**config.mk**
```make
export PLATFORM = sky130hd
export DESIGN_NAME = sha1_sha224_sha256_hash_engine
export DESIGN_NICKNAME = d
export VERILOG_FILES = /design/src/rtl/core/sha_pkg.sv /design/src/rtl/core/sha_datapath.sv /design/src/rtl/core/sha_ctrl.sv /design/src/rtl/core/sha_bytecnt.sv /design/src/rtl/core/sha1_sha224_sha256_hash_engine.sv
export SDC_FILE = /design/constraint.sdc
export NUM_CORES = 2
export LEC_CHECK = 0
export BUFFER_PORTS_ARGS = -buffer_cell sky130_fd_sc_hd__clkbuf_2
export CELL_PAD_IN_SITES_DETAIL_PLACEMENT = 0
export CELL_PAD_IN_SITES_GLOBAL_PLACEMENT = 1
export CORE_MARGIN = 1.5
export CORE_UTILIZATION = 40
export CTS_BUF_LIST = sky130_fd_sc_hd__clkbuf_16
export DETAILED_ROUTE_END_ITERATION = 10
export PLACE_DENSITY_LB_ADDON = 0.15
export SYNTH_ARGS = -nofsm -noshare
export SYNTH_HDL_FRONTEND = slang
export SYNTH_SLANG_ARGS = --single-unit
```
**constraint.sdc**
```tcl
create_clock -name aclk -period 9.2 [get_ports aclk]
set_input_delay 0.92 -clock aclk [delete_from_list [all_inputs] [get_ports aclk]]
set_output_delay 0.92 -clock aclk [all_outputs]
set_load 0.02 [all_outputs]
```
**src/rtl/core/sha_pkg.sv**
```systemverilog
// Package for the SHA-1/SHA-224/SHA-256 hash engine.
// Holds the constants, tables and command type that the controller and datapath share.
// No dependencies.
package sha_pkg;

    localparam logic [1:0] MODE_SHA1   = 2'd0;
    localparam logic [1:0] MODE_SHA224 = 2'd1;
    localparam logic [1:0] MODE_SHA256 = 2'd2;

    // Block word source selects
    localparam logic [1:0] SRC_DATA = 2'd0;
    localparam logic [1:0] SRC_ZERO = 2'd1;
    localparam logic [1:0] SRC_LENH = 2'd2;
    localparam logic [1:0] SRC_LENL = 2'd3;

    typedef struct packed {
        logic       load_iv;     // load chaining value from the initial value
        logic       clr_msg;     // clear byte total
        logic       add_bytes;   // add byte count to total
        logic [3:0] add_cnt;     // up to two words of bytes
        logic       push;        // write one word into the block buffer
        logic [1:0] src;
        logic [31:0] data;
        logic       round_start; // latch working vars from chaining value
        logic       round_step;  // one compression round
        logic [6:0] round_idx;
        logic       round_end;   // fold working vars into chaining value
        logic       sha1;
        logic [2:0] out_idx;
    } sha_cmd_t;

    function automatic logic [31:0] k256(input logic [5:0] i);
        logic [31:0] t [64];
        t = '{
        32'h428a2f98,32'h71374491,32'hb5c0fbcf,32'he9b5dba5,32'h3956c25b,32'h59f111f1,
        32'h923f82a4,32'hab1c5ed5,32'hd807aa98,32'h12835b01,32'h243185be,32'h550c7dc3,
        32'h72be5d74,32'h80deb1fe,32'h9bdc06a7,32'hc19bf174,32'he49b69c1,32'hefbe4786,
        32'h0fc19dc6,32'h240ca1cc,32'h2de92c6f,32'h4a7484aa,32'h5cb0a9dc,32'h76f988da,
        32'h983e5152,32'ha831c66d,32'hb00327c8,32'hbf597fc7,32'hc6e00bf3,32'hd5a79147,
        32'h06ca6351,32'h14292967,32'h27b70a85,32'h2e1b2138,32'h4d2c6dfc,32'h53380d13,
        32'h650a7354,32'h766a0abb,32'h81c2c92e,32'h92722c85,32'ha2bfe8a1,32'ha81a664b,
        32'hc24b8b70,32'hc76c51a3,32'hd192e819,32'hd6990624,32'hf40e3585,32'h106aa070,
        32'h19a4c116,32'h1e376c08,32'h2748774c,32'h34b0bcb5,32'h391c0cb3,32'h4ed8aa4a,
        32'h5b9cca4f,32'h682e6ff3,32'h748f82ee,32'h78a5636f,32'h84c87814,32'h8cc70208,
        32'h90befffa,32'ha4506ceb,32'hbef9a3f7,32'hc67178f2};
        return t[i];
    endfunction

    function automatic logic [31:0] iv(input logic [1:0] mode, input logic [2:0] i);
        logic [31:0] a [8];
        logic [31:0] b [8];
        logic [31:0] c [8];
        a = '{32'h67452301,32'hefcdab89,32'h98badcfe,32'h10325476,32'hc3d2e1f0,
              32'h0,32'h0,32'h0};
        b = '{32'hc1059ed8,32'h367cd507,32'h3070dd17,32'hf70e5939,32'hffc00b31,
              32'h68581511,32'h64f98fa7,32'hbefa4fa4};
        c = '{32'h6a09e667,32'hbb67ae85,32'h3c6ef372,32'ha54ff53a,32'h510e527f,
              32'h9b05688c,32'h1f83d9ab,32'h5be0cd19};
        if (mode == MODE_SHA1) return a[i];
        else if (mode == MODE_SHA224) return b[i];
        else return c[i];
    endfunction

endpackage

```
**src/rtl/core/sha_datapath.sv**
```systemverilog
// Datapath of the hash engine: block buffer, message schedule, round logic,
// chaining value and byte counter. Depends on sha_pkg; driven by sha_ctrl.
module sha_datapath (
    input  logic              aclk,
    input  logic              aresetn,
    input  logic [1:0]        mode,
    input  sha_pkg::sha_cmd_t cmd,
    output logic [31:0]       digest
);

    logic [31:0] w_reg [16];
    logic [31:0] cv_reg [8];
    logic [31:0] v_reg [8];
    logic [63:0] total_reg;
    logic [3:0]  wp_reg;
    logic [31:0] push_word;
    logic [63:0] bits;
    logic [31:0] wnew, wcur, t1, t2, f, k, s0, s1, x15, x2, sx;

    assign bits = {total_reg[60:0], 3'b000};

    always_comb begin
        unique case (cmd.src)
            sha_pkg::SRC_DATA: push_word = cmd.data;
            sha_pkg::SRC_ZERO: push_word = 32'h0;
            sha_pkg::SRC_LENH: push_word = bits[63:32];
            sha_pkg::SRC_LENL: push_word = bits[31:0];
            default:           push_word = 32'h0;
        endcase
    end

    // Message schedule: w_reg is a 16-word window shifted once per round
    always_comb begin
        x15 = w_reg[1];
        x2  = w_reg[14];
        s0  = {x15[6:0], x15[31:7]} ^ {x15[17:0], x15[31:18]} ^ (x15 >> 3);
        s1  = {x2[16:0], x2[31:17]} ^ {x2[18:0], x2[31:19]} ^ (x2 >> 10);
        sx  = w_reg[13] ^ w_reg[8] ^ w_reg[2] ^ w_reg[0];
        if (cmd.sha1) wnew = {sx[30:0], sx[31]};
        else          wnew = w_reg[0] + w_reg[9] + s0 + s1;
        wcur = (cmd.round_idx < 7'd16) ? w_reg[0] : wnew;
    end

    // Round function
    always_comb begin
        f = 32'h0;
        k = 32'h0;
        t1 = 32'h0;
        t2 = 32'h0;
        if (cmd.sha1) begin
            if (cmd.round_idx < 7'd20) begin
                f = (v_reg[1] & v_reg[2]) ^ (~v_reg[1] & v_reg[3]); k = 32'h5a827999;
            end else if (cmd.round_idx < 7'd40) begin
                f = v_reg[1] ^ v_reg[2] ^ v_reg[3]; k = 32'h6ed9eba1;
            end else if (cmd.round_idx < 7'd60) begin
                f = (v_reg[1] & v_reg[2]) ^ (v_reg[1] & v_reg[3]) ^ (v_reg[2] & v_reg[3]);
                k = 32'h8f1bbcdc;
            end else begin
                f = v_reg[1] ^ v_reg[2] ^ v_reg[3]; k = 32'hca62c1d6;
            end
            t1 = {v_reg[0][26:0], v_reg[0][31:27]} + f + v_reg[4] + k + wcur;
        end else begin
            t1 = v_reg[7] + ({v_reg[4][5:0], v_reg[4][31:6]} ^ {v_reg[4][10:0], v_reg[4][31:11]}
                 ^ {v_reg[4][24:0], v_reg[4][31:25]})
                 + ((v_reg[4] & v_reg[5]) ^ (~v_reg[4] & v_reg[6]))
                 + sha_pkg::k256(cmd.round_idx[5:0]) + wcur;
            t2 = ({v_reg[0][1:0], v_reg[0][31:2]} ^ {v_reg[0][12:0], v_reg[0][31:13]}
                 ^ {v_reg[0][21:0], v_reg[0][31:22]})
                 + ((v_reg[0] & v_reg[1]) ^ (v_reg[0] & v_reg[2]) ^ (v_reg[1] & v_reg[2]));
        end
    end

    // Byte counter and buffer write pointer
    always_ff @(posedge aclk) begin
        if (!aresetn) begin
            total_reg <= 64'h0;
            wp_reg    <= 4'h0;
        end else begin
            if (cmd.clr_msg) total_reg <= 64'h0;
            else if (cmd.add_bytes) total_reg <= total_reg + {60'h0, cmd.add_cnt};
            // a word pushed on the clearing cycle takes slot zero
            if (cmd.clr_msg) wp_reg <= cmd.push ? 4'd1 : 4'd0;
            else if (cmd.push) wp_reg <= wp_reg + 4'd1;
        end
    end

    // Block buffer: written by pointer, shifted during rounds
    always_ff @(posedge aclk) begin
        if (cmd.push) begin
            w_reg[wp_reg] <= push_word;
        end else if (cmd.round_step) begin
            for (int i = 0; i < 15; i++) w_reg[i] <= w_reg[i+1];
            w_reg[15] <= wcur;
        end
    end

    // Chaining value and working variables
    always_ff @(posedge aclk) begin
        if (!aresetn) begin
            for (int i = 0; i < 8; i++) cv_reg[i] <= sha_pkg::iv(sha_pkg::MODE_SHA256, 3'(i));
        end else if (cmd.load_iv) begin
            for (int i = 0; i < 8; i++) cv_reg[i] <= sha_pkg::iv(mode, 3'(i));
        end else if (cmd.round_end) begin
            for (int i = 0; i < 8; i++) cv_reg[i] <= cv_reg[i] + v_reg[i];
        end
    end

    always_ff @(posedge aclk) begin
        if (cmd.round_start) begin
            for (int i = 0; i < 8; i++) v_reg[i] <= cv_reg[i];
        end else if (cmd.round_step) begin
            if (cmd.sha1) begin
                v_reg[0] <= t1;
                v_reg[1] <= v_reg[0];
                v_reg[2] <= {v_reg[1][1:0], v_reg[1][31:2]};
                v_reg[3] <= v_reg[2];
                v_reg[4] <= v_reg[3];
                for (int i = 5; i < 8; i++) v_reg[i] <= 32'h0;
            end else begin
                v_reg[0] <= t1 + t2;
                v_reg[1] <= v_reg[0];
                v_reg[2] <= v_reg[1];
                v_reg[3] <= v_reg[2];
                v_reg[4] <= v_reg[3] + t1;
                v_reg[5] <= v_reg[4];
                v_reg[6] <= v_reg[5];
                v_reg[7] <= v_reg[6];
            end
        end
    end

    assign digest = cv_reg[cmd.out_idx];

endmodule

```
**src/rtl/core/sha_ctrl.sv**
```systemverilog
// Controller of the hash engine: input handshake, padding sequence, round
// counter and digest output. Depends on sha_pkg; commands sha_datapath.
module sha_ctrl (
    input  logic              aclk,
    input  logic              aresetn,
    input  logic [1:0]        mode,
    input  logic              s_tvalid,
    output logic              s_tready,
    input  logic [31:0]       s_word,
    input  logic [2:0]        s_cnt,
    input  logic              s_last,
    output logic              m_tvalid,
    input  logic              m_tready,
    output logic [2:0]        m_idx,
    output logic              m_last,
    output sha_pkg::sha_cmd_t cmd
);

    localparam logic [2:0] ST_IDLE  = 3'd0;
    localparam logic [2:0] ST_PAD   = 3'd1;
    localparam logic [2:0] ST_START = 3'd2;
    localparam logic [2:0] ST_ROUND = 3'd3;
    localparam logic [2:0] ST_END   = 3'd4;
    localparam logic [2:0] ST_OUT   = 3'd5;

    logic [2:0]  state_reg, state_next;
    logic        open_reg, open_next;
    logic        fin_reg, fin_next;      // padding in progress
    logic        extra_reg, extra_next;  // 0x80 word still owed (count of four)
    logic        lenw_reg, lenw_next;    // length high word written in this block
    logic [3:0]  wib_reg, wib_next;
    logic [6:0]  rnd_reg, rnd_next;
    logic [2:0]  oidx_reg, oidx_next;
    logic        sha1_reg, sha1_next;
    logic        acc;
    logic [2:0]  cnt_sat;
    logic [31:0] keep, padw;
    logic [2:0]  nwords;

    assign s_tready = (state_reg == ST_IDLE);
    assign acc      = s_tvalid && s_tready;
    assign cnt_sat  = (s_cnt > 3'd4) ? 3'd4 : s_cnt;
    assign nwords   = (mode == sha_pkg::MODE_SHA1) ? 3'd4
                    : (mode == sha_pkg::MODE_SHA224) ? 3'd6 : 3'd7;

    always_comb begin
        unique case (cnt_sat)
            3'd0:    begin keep = 32'h0;        padw = 32'h80000000; end
            3'd1:    begin keep = 32'hff000000; padw = 32'h00800000; end
            3'd2:    begin keep = 32'hffff0000; padw = 32'h00008000; end
            3'd3:    begin keep = 32'hffffff00; padw = 32'h00000080; end
            default: begin keep = 32'hffffffff; padw = 32'h0;        end
        endcase
    end

    always_comb begin
        state_next = state_reg;
        open_next  = open_reg;
        fin_next   = fin_reg;
        extra_next = extra_reg;
        lenw_next  = lenw_reg;
        wib_next   = wib_reg;
        rnd_next   = rnd_reg;
        oidx_next  = oidx_reg;
        sha1_next  = sha1_reg;
        cmd = '0;
        cmd.src = sha_pkg::SRC_DATA;
        cmd.round_idx = rnd_reg;
        cmd.sha1 = sha1_reg;
        cmd.out_idx = oidx_reg;
        m_tvalid = 1'b0;
        unique case (state_reg)
            ST_IDLE: begin
                if (acc) begin
                    // message start: fresh chaining value
                    if (!open_reg) begin
                        cmd.load_iv = 1'b1;
                        cmd.clr_msg = 1'b1;
                    end
                    open_next = 1'b1;
                    cmd.add_bytes = open_reg;
                    cmd.add_cnt = s_last ? {1'b0, cnt_sat} : 4'd4;
                    cmd.push = 1'b1;
                    cmd.data = s_last ? ((s_word & keep) | padw) : s_word;
                    fin_next = s_last;
                    extra_next = s_last && (cnt_sat == 3'd4);
                    wib_next = open_reg ? wib_reg + 4'd1 : 4'd1;
                    if (!open_reg) begin
                        // byte total cleared this cycle; sha_bytecnt adds this word's bytes
                        extra_next = s_last && (cnt_sat == 3'd4);
                    end
                    if ((open_reg ? wib_reg : 4'd0) == 4'd15) state_next = ST_START;
                    else if (s_last) state_next = ST_PAD;
                end
            end
            ST_PAD: begin
                // 0x80 word first, then zeros; length only if both words fit here
                cmd.push = 1'b1;
                wib_next = wib_reg + 4'd1;
                if (extra_reg) begin
                    cmd.data = 32'h80000000;
                    extra_next = 1'b0;
                end else if (wib_reg == 4'd14) begin
                    cmd.src = sha_pkg::SRC_LENH;
                    lenw_next = 1'b1;
                end else if (wib_reg == 4'd15 && lenw_reg) begin
                    cmd.src = sha_pkg::SRC_LENL;
                end else begin
                    cmd.src = sha_pkg::SRC_ZERO;
                end
                if (wib_reg == 4'd15) state_next = ST_START;
            end
            ST_START: begin
                cmd.round_start = 1'b1;
                sha1_next = (mode == sha_pkg::MODE_SHA1);
                rnd_next = 7'd0;
                state_next = ST_ROUND;
            end
            ST_ROUND: begin
                cmd.round_step = 1'b1;
                rnd_next = rnd_reg + 7'd1;
                if (rnd_reg == (sha1_reg ? 7'd79 : 7'd63)) state_next = ST_END;
            end
            ST_END: begin
                cmd.round_end = 1'b1;
                if (!fin_reg) state_next = ST_IDLE;
                else if (!lenw_reg) state_next = ST_PAD;
                else begin
                    oidx_next = 3'd0;
                    state_next = ST_OUT;
                end
            end
            ST_OUT: begin
                m_tvalid = 1'b1;
                if (m_tready) begin
                    oidx_next = oidx_reg + 3'd1;
                    if (oidx_reg == nwords) begin
                        state_next = ST_IDLE;
                        open_next = 1'b0;
                        fin_next = 1'b0;
                        lenw_next = 1'b0;
                        cmd.clr_msg = 1'b1;
                        wib_next = 4'd0;
                    end
                end
            end
            default: state_next = ST_IDLE;
        endcase
    end

    assign m_idx  = oidx_reg;
    assign m_last = (oidx_reg == nwords);

    always_ff @(posedge aclk) begin
        if (!aresetn) begin
            state_reg <= ST_IDLE;
            open_reg  <= 1'b0;
            fin_reg   <= 1'b0;
            extra_reg <= 1'b0;
            lenw_reg  <= 1'b0;
            wib_reg   <= 4'd0;
            rnd_reg   <= 7'd0;
            oidx_reg  <= 3'd0;
            sha1_reg  <= 1'b0;
        end else begin
            state_reg <= state_next;
            open_reg  <= open_next;
            fin_reg   <= fin_next;
            extra_reg <= extra_next;
            lenw_reg  <= lenw_next;
            wib_reg   <= wib_next;
            rnd_reg   <= rnd_next;
            oidx_reg  <= oidx_next;
            sha1_reg  <= sha1_next;
        end
    end

endmodule

```
**src/rtl/core/sha_bytecnt.sv**
```systemverilog
// Byte count fix-up for the first word of a message: the datapath clears its
// total on that word, so this stage adds that word's bytes in the following cycle.
// Depends on sha_pkg.
module sha_bytecnt (
    input  logic              aclk,
    input  logic              aresetn,
    input  sha_pkg::sha_cmd_t cmd_in,
    output sha_pkg::sha_cmd_t cmd_out
);

    logic       pend_reg;
    logic [3:0] cnt_reg;

    // Remember the first word's bytes and inject them on the next cycle
    always_ff @(posedge aclk) begin
        if (!aresetn) begin
            pend_reg <= 1'b0;
            cnt_reg  <= 4'd0;
        end else begin
            pend_reg <= cmd_in.load_iv;
            cnt_reg  <= cmd_in.add_cnt;
        end
    end

    // Merge with the bytes of a word accepted right behind the first one
    always_comb begin
        cmd_out = cmd_in;
        if (pend_reg) begin
            cmd_out.add_bytes = 1'b1;
            cmd_out.add_cnt   = cnt_reg + (cmd_in.add_bytes ? cmd_in.add_cnt : 4'd0);
        end
    end

endmodule

```
**src/rtl/core/sha1_sha224_sha256_hash_engine.sv**
```systemverilog
// Top level of the SHA-1/SHA-224/SHA-256 hash engine with APB config port.
// Depends on sha_pkg, sha_ctrl, sha_bytecnt and sha_datapath.
//
//  channel   dir  contents
//  s_axis    in   tdata[31:0] message_word, tdata[34:32] byte_count, tlast last_item
//  m_axis    out  tdata[31:0] digest_word, tdata[34:32] word_index, tlast final_word
//  apb       in   offset 0: hash_mode
//
// A block is loaded word by word, then started, run through 64 (SHA-2) or 80 (SHA-1)
// rounds on the single round unit, and folded back into the chaining value.
// Padding adds up to two blocks after the last word; digest words then leave
// one per cycle under m_tready. Reset (aresetn, synchronous) selects SHA-256.
// s_tready is low while padding runs, a block compresses or the digest drains.
module sha1_sha224_sha256_hash_engine (
    input  logic        aclk,
    input  logic        aresetn,
    input  logic        s_tvalid,
    output logic        s_tready,
    input  logic [39:0] s_tdata,  // message_word, byte_count, pad
    input  logic        s_tlast,
    output logic        m_tvalid,
    input  logic        m_tready,
    output logic [39:0] m_tdata,  // digest_word, word_index, pad
    output logic        m_tlast,
    input  logic        psel,
    input  logic        penable,
    input  logic        pwrite,
    input  logic        paddr,
    input  logic [31:0] pwdata,
    output logic [31:0] prdata,
    output logic        pready
);

    logic [1:0]        mode_reg;
    sha_pkg::sha_cmd_t cmd_c, cmd_d;
    logic [31:0]       digest;
    logic [2:0]        idx;

    assign pready = 1'b1;
    assign prdata = paddr ? 32'h0 : {30'h0, mode_reg};

    // Config register write
    always_ff @(posedge aclk) begin
        if (!aresetn) mode_reg <= sha_pkg::MODE_SHA256;
        else if (psel && penable && pwrite && !paddr) mode_reg <= pwdata[1:0];
    end

    sha_ctrl u_ctrl (
        .aclk, .aresetn, .mode(mode_reg),
        .s_tvalid, .s_tready, .s_word(s_tdata[31:0]), .s_cnt(s_tdata[34:32]),
        .s_last(s_tlast), .m_tvalid, .m_tready, .m_idx(idx), .m_last(m_tlast),
        .cmd(cmd_c)
    );

    sha_bytecnt u_bytecnt (.aclk, .aresetn, .cmd_in(cmd_c), .cmd_out(cmd_d));

    sha_datapath u_dp (.aclk, .aresetn, .mode(mode_reg), .cmd(cmd_d), .digest);

    assign m_tdata = {5'h0, idx, digest};

endmodule

```
==> run metrics <==
Worst-path clk slew 0.07 ns; P&R area growth vs syn 15.45%; die width ~460 microns; Die Area around 210000 sq um; Slew headroom 14.73%; CTS root buffer clkbuf_16; initial antenna violation count 15; die height 461.1 microns; hold crit path type input port to register; CP peak stage delay between 0.5 and 0.6 ns; most used cell, CP a21oi_2; cell count after synthesis between 8000 and 9000; Pleak 0.04155 uW; status completed; CTS tree built; Min Hold Slack between 0.3 and 0.4 ns; largest net degree at the start of global routing ~210; Setup Viol. Count Final 0; CP endpoint kind register; Area after DPL just over 90000 sq um; Syn. warnings 0; first-pass GRT wire length 479.4 mm; Pre-Repair DR Iteration Count 6; filler cell count ~20000; DR DRC count 0; fin crit period 9.171 ns; Synth async-reset ratio 0%; worst slew pin tran between 1 and 1.5 ns; I/O pin count ~160; max-slew violations 0; HPWL after detailed placement around 250 mm; WL/cell around 29 microns; final std cells w/o fill ~12000; Post-Syn Area between 80000 and 90000 sq um; startpoint types register; clock sinks between 1000 and 1500; area of the multi-input gates ~49000 sq um; max reg flops 512; Port Buffer Count 85; share of cells above drive strength 1 14.69%; Worst EP arrival 9.70 ns; register area ~33000 sq um; clk_lat worst skew around 0.83 ns; GP Congestion between 0.9 and 1; htree depth 4; Netlist cell types ~110; Seq/Total Area, Yosys between 30% and 40%; post-route cell area ~97000 sq um; vias in the first global route about 66000; Rows ~170; Setup TNS 0 ns; DRT antenna net count 0; Num CTS Buffers approximately 140; critical path peak fanout 3; Via density between 5 and 6; grt ovf 0; CP required about 9.7 ns; Final period util ~100%; synthesis-stage register bit count 1120; final hold viol count 0; placed cell count ~11000; number of DRC markers in iteration 0 6101; Final Net Count about 9600; CP max stage cell fa_1; Post-synth EDFFs approximately 1000; Initial Utilization about 40%; Crit Path Class register to register; max-cap violations 0; PwrDens roughly 270 nW/um^2; via count 67780; core area just over 200000 sq um; Routed WL ~340 mm; Avg Synthesized Cell Area between 10 and 15 sq um; peak supply drop 0.3759 mV; clock skew roughly 0.038 ns; Main synth FF type edfxtp_1; Clock Path Buffers 3; FMAX about 110 MHz; Total Routing Usage GR a little under a third; Core Util, Final a little under half; unrepaired setup endpoints after global routing true
-- routing by layer --
metal | share of wire [%] | global-route usage (%) | routed length, microns | up-vias
met5 | 0.0050 | 0 | 17 | -
met4 | 5.0 | 13.66 | 17080 | 2
met3 | 6.0 | 4.958 | 20190 | 513
met2 | 47 | 51.34 | 158800 | 2267
met1 | 42 | 40.97 | 142200 | 34290
li1 | - | - | - | 30710
-- final timing paths --
kind	startpoint	cells after the start	slack [ns]	to
hold reg to reg	u_dp.w_reg[10][12]	1	0.50	u_dp.w_reg[9][12]
setup / recovery	u_dp.w_reg[14][24]	45	0.03	u_dp.v_reg[0][157]
setup reg to reg	u_dp.w_reg[14][24]	45	0.03	u_dp.v_reg[0][157]
hold / removal	pwdata[1]	3	0.32	mode_reg[1]
-- cell usage in the layout (no fill, tap or decap), types with 70 or more instances in the layout --
cell type | synthesis | final
edfxtp_1 | 1016 | 1016
nand2_1 | 778 | 768
a21o_1 | 702 | 701
buf_4 | 39 | 649
xnor2_1 | 563 | 555
ha_1 | 508 | 492
a21oi_1 | 496 | 470
nor2_1 | 469 | 461
inv_1 | 431 | 455
o21ai_0 | 457 | 425
fa_1 | 287 | 287
xor2_1 | 283 | 280
clkbuf_16 | 0 | 142
nand3_1 | 135 | 134
mux2i_1 | 120 | 120
dfxtp_1 | 104 | 96
clkbuf_2 | 0 | 85
o21bai_1 | 81 | 81
nor3_1 | 86 | 78
o21a_1 | 76 | 75
o21ai_1 | 72 | 70
-- per-stage QoR --
| step | total power (uW) | setup slack [ns] |
|---|---|---|
| final | 26430 | 0.02922 |
| after detailed placement | 20020 | -0.5251 |
| after global placement | 19960 | -0.4817 |
| after global routing | 27960 | -0.3339 |
| after CTS | 25670 | 0.001347 |
| after floorplan | 14600 | 0.3905 |
-- kinds of logic after synthesis --
kind of cell    count (synthesis)  share of synthesized area (%)
buf+inv                       904                          4.265
mux                           226                          3.729
other cells                     2                       0.008945
simple gates                 1837                          9.836
compound gates               2509                          19.96
xor+xnor                      852                          8.963
flops                        1120                          38.82
fa+ha+maj                     795                          14.41
-- what timing repair did --
item | 4_1_cts | 5_1_grt
hold buffers | 0 | 0
pin swaps | 13 | 89
gates cloned | 0 | 0
resized for setup | 31 | 132
buffers inserted | 26 | 17
setup endpoints to repair | 23 | 29
-- where the power goes --
group / internal (uW) / switching (uW)
Clock: 2980 / 2450
Combinational: 6840 / 8000
Sequential: 5880 / 286
-- cell type report --
cell class / instances / share of cell area, %
antenna: 18 / 0.04647
clock buffer: 142 / 3.666
clock inverter: 109 / 0.8714
inverter: 439 / 1.708
multi-input combinational: 6255 / 50.56
sequential: 1120 / 33.65
tap: 2788 / 3.599
timing repair buffer: 757 / 5.905
-- worst max-delay path: cells and delay by family (launching register included) --
family          cells  cell delay (ns)
simple gates        5             0.52
xor+xnor            5             0.64
flops               1             0.46
compound gates     21             3.82
fa+ha+maj           7             2.52
buf+inv             7             0.86
-- synthesized netlist by cell type (71+ instances only) --
cell type,count,area [sq um]
inv_1,431,1618
nand2_1,778,2920
o21ai_1,72,360.4
nand3_1,135,675.7
o21ai_0,457,2287
ha_1,508,6356
o21bai_1,81,608.1
dfxtp_1,104,2082
a21oi_1,496,2482
a21o_1,702,5270
nor2_1,469,1760
edfxtp_1,1016,30510
nor3_1,86,430.4
mux2i_1,120,1201
clkbuf_1,363,1363
xor2_1,283,2479
o21a_1,76,570.6
nand2b_1,71,444.2
fa_1,287,5746
xnor2_1,563,4931
Power figures use the tool's default switching activity.
